File: config.mk
export PLATFORM = sky130hd
export DESIGN_NAME = multitouch_report_to_slot_events
export DESIGN_NICKNAME = d
export VERILOG_FILES = /design/src/hdl/mtse_pkg.sv /design/src/hdl/mtse_ctrl.sv /design/src/hdl/mtse_dp.sv /design/src/hdl/multitouch_report_to_slot_events.sv
export SDC_FILE = /design/constraint.sdc
export NUM_CORES = 1
export LEC_CHECK = 0
export ABC_CLOCK_PERIOD_IN_PS = 11700
export BUFFER_PORTS_ARGS = -buffer_cell sky130_fd_sc_hd__clkbuf_2
export CELL_PAD_IN_SITES_DETAIL_PLACEMENT = 0
export CELL_PAD_IN_SITES_GLOBAL_PLACEMENT = 1
export CORE_UTILIZATION = 40
export DETAILED_ROUTE_END_ITERATION = 8
export GPL_TIMING_DRIVEN = 0
export PLACE_DENSITY = 0.72
export SETUP_SLACK_MARGIN = 0.4
export SYNTH_ARGS = -nofsm -noshare
export SYNTH_HDL_FRONTEND = slang
export SYNTH_HIERARCHICAL = 1
export SYNTH_SLANG_ARGS = --single-unit
File: constraint.sdc
create_clock -name clk -period 11.7 [get_ports clk]
set_clock_uncertainty 0.05 [all_clocks]
set_input_delay 1.17 -clock clk [delete_from_list [all_inputs] [get_ports clk]]
set_output_delay 1.17 -clock clk [all_outputs]
set_load 0.05 [all_outputs]
File: src/hdl/mtse_pkg.sv
`default_nettype none

package mtse_pkg;

  localparam int DEF_FINGER_SLOTS = 5;
  localparam int INPUT_SLOTS      = 5;
  localparam int MASK_W           = 5;
  localparam int COORD_W          = 16;
  localparam int VALUE_W          = 17;
  localparam int KIND_W           = 3;
  localparam int RPT_W            = MASK_W + 2 * COORD_W * INPUT_SLOTS;
  localparam int IN_DATA_W        = ((RPT_W + 7) / 8) * 8;
  localparam int OUT_DATA_W       = ((VALUE_W + 7) / 8) * 8;

  typedef enum logic [KIND_W-1:0] {
    EV_SLOT  = 3'd0,
    EV_TRACK = 3'd1,
    EV_X     = 3'd2,
    EV_Y     = 3'd3,
    EV_SYNC  = 3'd4
  } event_kind_t;

  typedef struct packed {
    logic        capture;
    logic        emit;
    event_kind_t kind;
    logic        slot_inc;
    logic        was_upd;
  } mtse_cmd_t;

  typedef struct packed {
    logic now;
    logic was;
    logic last_slot;
    logic out_free;
  } mtse_sts_t;

endpackage

`default_nettype wire

File: src/hdl/mtse_ctrl.sv
`default_nettype none

module mtse_ctrl (
  input  wire                      clk,
  input  wire                      rst,
  input  wire                      s_tvalid,
  output logic                     s_tready,
  input  wire mtse_pkg::mtse_sts_t sts,
  output mtse_pkg::mtse_cmd_t      cmd
);

  typedef enum logic [2:0] {
    IDLE,
    SLOT,
    TRACK,
    XPOS,
    YPOS,
    SYNC
  } state_t;

  state_t state, state_next;

  always_comb begin
    state_next   = state;
    s_tready     = 1'b0;
    cmd.capture  = 1'b0;
    cmd.emit     = 1'b0;
    cmd.kind     = mtse_pkg::EV_SLOT;
    cmd.slot_inc = 1'b0;
    cmd.was_upd  = 1'b0;
    case (state)
      IDLE: begin
        s_tready = 1'b1;
        if (s_tvalid) begin
          cmd.capture = 1'b1;
          state_next  = SLOT;
        end
      end
      SLOT: begin
        cmd.kind = mtse_pkg::EV_SLOT;
        if (sts.out_free) begin
          cmd.emit = 1'b1;
          if (sts.now != sts.was) begin
            state_next = TRACK;
          end else if (sts.now) begin
            state_next = XPOS;
          end else if (sts.last_slot) begin
            state_next = SYNC;
          end else begin
            cmd.slot_inc = 1'b1;
            state_next   = SLOT;
          end
        end
      end
      TRACK: begin
        cmd.kind = mtse_pkg::EV_TRACK;
        if (sts.out_free) begin
          cmd.emit    = 1'b1;
          cmd.was_upd = 1'b1;
          if (sts.now) begin
            state_next = XPOS;
          end else if (sts.last_slot) begin
            state_next = SYNC;
          end else begin
            cmd.slot_inc = 1'b1;
            state_next   = SLOT;
          end
        end
      end
      XPOS: begin
        cmd.kind = mtse_pkg::EV_X;
        if (sts.out_free) begin
          cmd.emit   = 1'b1;
          state_next = YPOS;
        end
      end
      YPOS: begin
        cmd.kind = mtse_pkg::EV_Y;
        if (sts.out_free) begin
          cmd.emit = 1'b1;
          if (sts.last_slot) begin
            state_next = SYNC;
          end else begin
            cmd.slot_inc = 1'b1;
            state_next   = SLOT;
          end
        end
      end
      SYNC: begin
        cmd.kind = mtse_pkg::EV_SYNC;
        if (sts.out_free) begin
          cmd.emit   = 1'b1;
          state_next = IDLE;
        end
      end
      default: begin
        state_next = IDLE;
      end
    endcase
  end

  always_ff @(posedge clk) begin
    if (rst) begin
      state <= IDLE;
    end else begin
      state <= state_next;
    end
  end

endmodule

`default_nettype wire

File: src/hdl/mtse_dp.sv
`default_nettype none

module mtse_dp #(
  parameter int FINGER_SLOTS = mtse_pkg::DEF_FINGER_SLOTS
) (
  input  wire                                clk,
  input  wire                                rst,
  input  wire  [mtse_pkg::IN_DATA_W-1:0]     s_tdata,
  input  wire  mtse_pkg::mtse_cmd_t          cmd,
  output mtse_pkg::mtse_sts_t                sts,
  output logic                               m_tvalid,
  input  wire                                m_tready,
  output logic [mtse_pkg::OUT_DATA_W-1:0]    m_tdata,
  output logic [mtse_pkg::KIND_W-1:0]        m_tuser,
  output logic                               m_tlast
);

  localparam int SLOT_W     = (FINGER_SLOTS > 1) ? $clog2(FINGER_SLOTS) : 1;
  localparam int LIVE_SLOTS = (FINGER_SLOTS < mtse_pkg::INPUT_SLOTS) ?
                              FINGER_SLOTS : mtse_pkg::INPUT_SLOTS;
  localparam int CW         = mtse_pkg::COORD_W;
  localparam int VW         = mtse_pkg::VALUE_W;

  logic [mtse_pkg::RPT_W-1:0] rpt;
  logic [SLOT_W-1:0]          slot;
  logic [FINGER_SLOTS-1:0]    was_touching;
  logic                       now;
  logic [CW-1:0]              x_sel;
  logic [CW-1:0]              y_sel;
  logic [VW-1:0]              value_next;

  // slots past the input's five never touch
  always_comb begin
    now   = 1'b0;
    x_sel = '0;
    y_sel = '0;
    for (int i = 0; i < LIVE_SLOTS; i++) begin
      if (slot == SLOT_W'(i)) begin
        now   = rpt[i];
        x_sel = rpt[mtse_pkg::MASK_W + 2 * CW * i +: CW];
        y_sel = rpt[mtse_pkg::MASK_W + 2 * CW * i + CW +: CW];
      end
    end
  end

  always_comb begin
    sts.now       = now;
    sts.was       = was_touching[slot];
    sts.last_slot = (slot == SLOT_W'(FINGER_SLOTS - 1));
    sts.out_free  = !m_tvalid || m_tready;
  end

  always_comb begin
    case (cmd.kind)
      mtse_pkg::EV_SLOT:  value_next = VW'(slot);
      mtse_pkg::EV_TRACK: value_next = now ? VW'(slot) : '1;
      mtse_pkg::EV_X:     value_next = VW'(x_sel);
      mtse_pkg::EV_Y:     value_next = VW'(y_sel);
      default:            value_next = '0;
    endcase
  end

  always_ff @(posedge clk) begin
    if (cmd.capture) begin
      rpt <= s_tdata[mtse_pkg::RPT_W-1:0];
    end
    if (cmd.capture) begin
      slot <= '0;
    end else if (cmd.slot_inc) begin
      slot <= slot + SLOT_W'(1);
    end
    if (cmd.emit) begin
      m_tdata <= mtse_pkg::OUT_DATA_W'(value_next);
      m_tuser <= cmd.kind;
      m_tlast <= (cmd.kind == mtse_pkg::EV_SYNC);
    end
    if (rst) begin
      was_touching <= '0;
      m_tvalid     <= 1'b0;
    end else begin
      if (cmd.was_upd) begin
        was_touching[slot] <= now;
      end
      if (cmd.emit) begin
        m_tvalid <= 1'b1;
      end else if (m_tready) begin
        m_tvalid <= 1'b0;
      end
    end
  end

endmodule

`default_nettype wire

File: src/hdl/multitouch_report_to_slot_events.sv
`default_nettype none

// Turns one touch report into a run of per-slot events ended by a sync event (tlast).
// Each slot gives a slot-select, then tracking id, X, Y on touch-down, tracking id -1
// on release, or X, Y while held. A report is taken, then the controller
// puts out one event per cycle through a single output register while the sink
// takes every event; back-pressure stalls it. The next report is taken as soon as the
// sync event is in the output register.

module multitouch_report_to_slot_events #(
  parameter int FINGER_SLOTS = mtse_pkg::DEF_FINGER_SLOTS
) (
  input  wire                             clk,
  input  wire                             rst,
  input  wire                             s_tvalid,
  output logic                            s_tready,
  // finger_mask, x_slot0, y_slot0, ... x_slot4, y_slot4
  input  wire  [mtse_pkg::IN_DATA_W-1:0]  s_tdata,
  output logic                            m_tvalid,
  input  wire                             m_tready,
  // event_value
  output logic [mtse_pkg::OUT_DATA_W-1:0] m_tdata,
  // event_kind
  output logic [mtse_pkg::KIND_W-1:0]     m_tuser,
  output logic                            m_tlast
);

  mtse_pkg::mtse_cmd_t cmd;
  mtse_pkg::mtse_sts_t sts;

  mtse_ctrl u_ctrl (
    .clk      (clk),
    .rst      (rst),
    .s_tvalid (s_tvalid),
    .s_tready (s_tready),
    .sts      (sts),
    .cmd      (cmd)
  );

  mtse_dp #(
    .FINGER_SLOTS (FINGER_SLOTS)
  ) u_dp (
    .clk      (clk),
    .rst      (rst),
    .s_tdata  (s_tdata),
    .cmd      (cmd),
    .sts      (sts),
    .m_tvalid (m_tvalid),
    .m_tready (m_tready),
    .m_tdata  (m_tdata),
    .m_tuser  (m_tuser),
    .m_tlast  (m_tlast)
  );

endmodule

`default_nettype wire

# Word-level counts from Yosys, hierarchy flattened
# Cells that the tools add are included.
# totals
regBits	198
latch_bits	0
mem_bits_rw	0
rom_bits	0
inputBits	172
out_inout_bits	30
wordCells	86
memories	0
# op_classes
addsub	1
n_mul	0
div	0
order_cmp	2
n_eq_ne	20
shift	0
muxes	47
bitwise	0
n_reduce_logical	8
# op_table
operator	n
16-bit two-way mux	10
17-bit case mux with 4 select lines	1
3-bit two-way mux	9
4-bit case mux with 5 select lines	1
1-bit two-way mux	19
3-bit by 2-bit equality test with 1-bit output, second input constant	6
3-bit case mux with 6 select lines	1
17-bit two-way mux	1
3-bit equality test, second input constant	4
2-bit inequality test, second input constant	6
3-bit by 1-bit equality test with 1-bit output, second input constant	3
3-bit logical NOT	3
6-bit AND reduction	1
5-bit bitwise mux	1
3-bit by 4-bit less-than comparator with 1-bit output, second input constant	1
3-bit by 1-bit adder with 3-bit output, second input constant	1
1-bit binary-select mux with 3-bit select	1
1-bit demux with 3-bit select	1
3-bit by 1-bit greater-or-equal comparator with 1-bit output, second input constant	1
1-bit case mux with 3 select lines	1
2-bit two-way mux	1
2-bit nonzero test	1
1-bit logical AND	1
1-bit logical NOT	1
other kinds (2)	2

# Longest topological paths before layout
# logic_depth
ltp_word	10
ltp_mapped	17
ltp_nobuf	14

# Modules after synthesis
# Netlist, hierarchy kept.
# modules_own_cells
module	instances	cells_per_inst	area_per_inst_um2	seq_area_each_um2
mtse_dp	1	498	7704.9	5765.5
mtse_ctrl	1	44	319.1	60.1

# Worst setup path before layout
# Ideal clock, no wire load.
# synth_path
path_kind	register -> register
start	register u_ctrl.state[1]
end	register u_dp/rpt[0] (netlist bit) (enable)
setup_ns	0.546
t_arrival_ns	5.147
t_required_ns	11.104
slack_ns	5.957
path_stages_with_launch	4
n_path_buf	1
period_less_slack_ns	5.743
path_cell_list	dfxtp_1 buf_2 nor3_2 and2_1
# synth_rtl
element	line	text
start, declared	mtse_ctrl.sv:21	state_t state, state_next;
start signal, assigned	mtse_ctrl.sv:106	state <= state_next;
end signal, assigned	mtse_dp.sv:65	rpt <= s_tdata[mtse_pkg::RPT_W-1:0];
end, declared	mtse_dp.sv:24	logic [mtse_pkg::RPT_W-1:0] rpt;

==> flow_summary.toml <==
[outcome]
status = "completed"

[synth]
synth_seq_cells = 198
ys.warnings.count = 6
syn_avg_cell_area_um2 = 14.8
syn_area_um2 = 8020
synth_async_sr_flop_share_pct = 0
synthCells = 542
synth-edff-count = 186
synth_cell_types = 51
ys_seq_area_share_pct = 72.6
synthFlopType = "edfxtp_1"

[floorplanning]
ios = 202
core_um2 = 19600
fp.dieW_um = 144
num_rows = 51
die-area_um2 = 20600
die_h_um = 144
start_util_pct = 41.0

[routing]
drcViolationCount = 0
dr.pass1.iters = 5
routed_wl_um = 20400
avgRoutedWirePerCell_um = 19.6
ant_nets = 0
vias = 5431
initialDrtViolationCount = 344
drt-vias-per-instance = 5.23

[critical_path]
cp-end-kind = "register"
required_ns = 11.96
crit_chain = "clkbuf_1 > inv_1 > ha_1 > nand2_4 > inv_2 > buf_2 > o211a_1 > inv_1 > buf_4 > inv_1 > ha_1 > nor4b_1 > a21oi_1 > o32a_1 > nor3_1 > mux2i_1 > nor2_1"
rrSetupSlack_ns = 7.79
arrival_ns = 4.17
slowest_stage = "nor3_1"
critPathBufInv = 7
path_common_cell = "inv_1"
crit_start = "u_dp/slot[0]$_SDFFE_PP0P_"
critPathKind = "register to register"
crit_fanout = 10
cp_slowest_stage_delay_ns = 0.49
cp-start-kind = "register"
r2r_start = "u_dp/slot[0]$_SDFFE_PP0P_"
crit_family = "simple AND/OR/NAND/NOR gates"

[cts]
path_clk_slew_ns = 0.07
cts_made_buffers = 17
post-cts-setup-buffers = 0
htree_levels = 4
tritoncts = "built"
cts.sinks = 198
ctsRootBufferMaster = "clkbuf_16"
clock_latency_ns = 0.43
ctsResizeCount = 0
cts_buffer_depth = 2
ctsHoldBuffers = 0

[layout]
fin_util_pct = 51.1
stdcell_count = 1039
layout-drive-gt1-share_pct = 35.0
antenna_cells = 0
design_area_um2 = 10000
fillCellCount = 1714
area_growth_pct = 24.8
nets = 939

[pwr]
p_per_area_nw_per_um2 = 235
p_leak_nw = 3.83
ir_drop_uv = 94.4

[sta]
setup_viol = 0
rsz0062_at_grt = "no"
slew_viol_final = 0
worst_pin_slew_ns = 0.707
fmax_mhz = 256
slew_headroom_pct = 52.9
period_share_pct = 33.4
hold_viol = 0
setup-tns-final_ns = 0
min_period_ns = 3.91

[place]
io_buffers = 191
placed_area_um2 = 9420
hpwl_um = 15000
place_inst = 1007
gp_congestion = 0.839

[global_route]
grt_pass1_wl_um = 30500
first_global_vias = 5475
grt-ovfl-total = 0
antenna_found_initial = 0
grt_max_degree = 74
track_usage_pct = 20.7

[hold_path]
hold_start = "u_dp/was_touching[4]$_SDFFE_PP0P_"
hold_class = "register to register"

[flow_run]
cap_violations = 0
Yosys cell counts, types with 12 or more instances:
| cell | number | share of area, % |
|---|---|---|
| a21oi_1 | 33 | 2.1 |
| nand3_1 | 13 | 0.81 |
| nor2_1 | 19 | 0.89 |
| a221oi_1 | 22 | 2.4 |
| edfxtp_1 | 186 | 70 |
| o21ai_0 | 48 | 3.0 |
| clkbuf_1 | 16 | 0.75 |
| a31oi_1 | 14 | 1.1 |
| dfxtp_1 | 12 | 3.0 |
| buf_2 | 12 | 0.75 |
| nand2_1 | 18 | 0.84 |
| o21ai_1 | 12 | 0.75 |
| a221o_1 | 13 | 1.6 |
logic make-up (layout without fill, tap and decap cells):
logic type      count (synthesis)  after routing  share of synthesized area (%)
buf+inv                        57            283                           3.88
xor+xnor                        1              1                          0.109
mux                             5              5                          0.639
fa+ha+maj                       6              6                          0.936
flops                         198            198                           72.6
compound gates                191            191                           16.3
other cells                     1              7                         0.0467
simple gates                   83             83                           5.49
cell type report:
type                       instances  area [µm²]  area share (%)
timing repair buffer             194        1030            10.2
multi-input combinational        293        1920            19.2
tap                              265         332            3.31
inverter                          13        48.8           0.487
buffer                            44         263            2.62
clock buffer                      17         425            4.25
clock inverter                    15         166            1.66
sequential                       198        5830            58.2
power breakdown:
| part | internal [mW] | switching [mW] | total [mW] |
|---|---|---|---|
| logic | 0.232 | 0.523 | 0.755 |
| registers | 0.960 | 0.0453 | 1.00 |
| clock network | 0.320 | 0.267 | 0.588 |
| total | 1.51 | 0.836 | 2.35 |
state kept, by name, summed over array words and instances (netlist names):
register	cells
u_ctrl/state	3
u_dp/m_tdata	17
u_dp/m_tlast	1
u_dp/m_tuser	3
u_dp/m_tvalid	1
u_dp/rpt	165
u_dp/slot	3
u_dp/was_touching	5
final timing paths:
check                           cells after the start                                 to
worst max register to register                     17          u_dp/slot[1]$_SDFFE_PP0P_
worst max-delay path                               17          u_dp/slot[1]$_SDFFE_PP0P_
worst min-delay path                                2  u_dp/was_touching[4]$_SDFFE_PP0P_
worst min register to register                      2  u_dp/was_touching[4]$_SDFFE_PP0P_
per-layer routing:
metal	share of wire (%)	routed length, µm	track usage, %	vias to the layer above
li1	-	-	-	2581
met1	44	8940	27.2	2602
met2	47	9630	32.7	209
met3	6.1	1250	5.06	39
met4	2.7	541	9.07	0
met5	0	0	0	-
worst reg2reg max path: stages, from the launching register on:
cell	delay, ns
dfxtp_1	0.36
clkbuf_1	0.32
inv_1	0.14
ha_1	0.29
nand2_4	0.16
inv_2	0.06
buf_2	0.18
o211a_1	0.33
inv_1	0.08
buf_4	0.12
inv_1	0.04
ha_1	0.31
nor4b_1	0.29
a21oi_1	0.08
o32a_1	0.18
nor3_1	0.49
mux2i_1	0.25
nor2_1	0.05
layout by cell type, fill, tap and decap left out, types with 3 or more instances in the layout:
cell type | netlist | final
clkbuf_1 | 16 | 16
mux2i_1 | 4 | 4
nand2b_1 | 9 | 9
dfxtp_1 | 12 | 12
inv_1 | 10 | 10
o21ai_1 | 12 | 12
inv_6 | 0 | 6
buf_4 | 10 | 10
a22oi_1 | 11 | 11
a311oi_1 | 5 | 5
a31oi_1 | 14 | 14
nor3_1 | 3 | 3
a211o_1 | 6 | 6
a21oi_1 | 33 | 33
nand4_1 | 3 | 3
clkbuf_16 | 0 | 17
inv_2 | 3 | 3
nand2_1 | 18 | 18
o21a_1 | 11 | 11
nand3_1 | 13 | 13
a221o_1 | 13 | 13
o21ai_0 | 48 | 48
a221oi_2 | 5 | 5
clkinv_2 | 0 | 3
edfxtp_1 | 186 | 186
clkbuf_2 | 0 | 191
buf_6 | 6 | 6
nor2_1 | 19 | 19
a221oi_1 | 22 | 22
buf_2 | 12 | 12
ha_1 | 6 | 6
conb_1 | 1 | 7
through the flow:
stage / power, mW / setup slack [ns] / hold WS, ns
global route: 2.46 / 7.53 / 0.494
global placement: 1.77 / 4.67 / 0.450
finish: 2.35 / 7.79 / 0.490
floorplan: 1.54 / 5.96 / 0.433
CTS: 2.37 / 7.79 / 0.480
detailed placement: 1.78 / 7.81 / 0.468
Note: power is estimated with default switching activity, not from simulation.
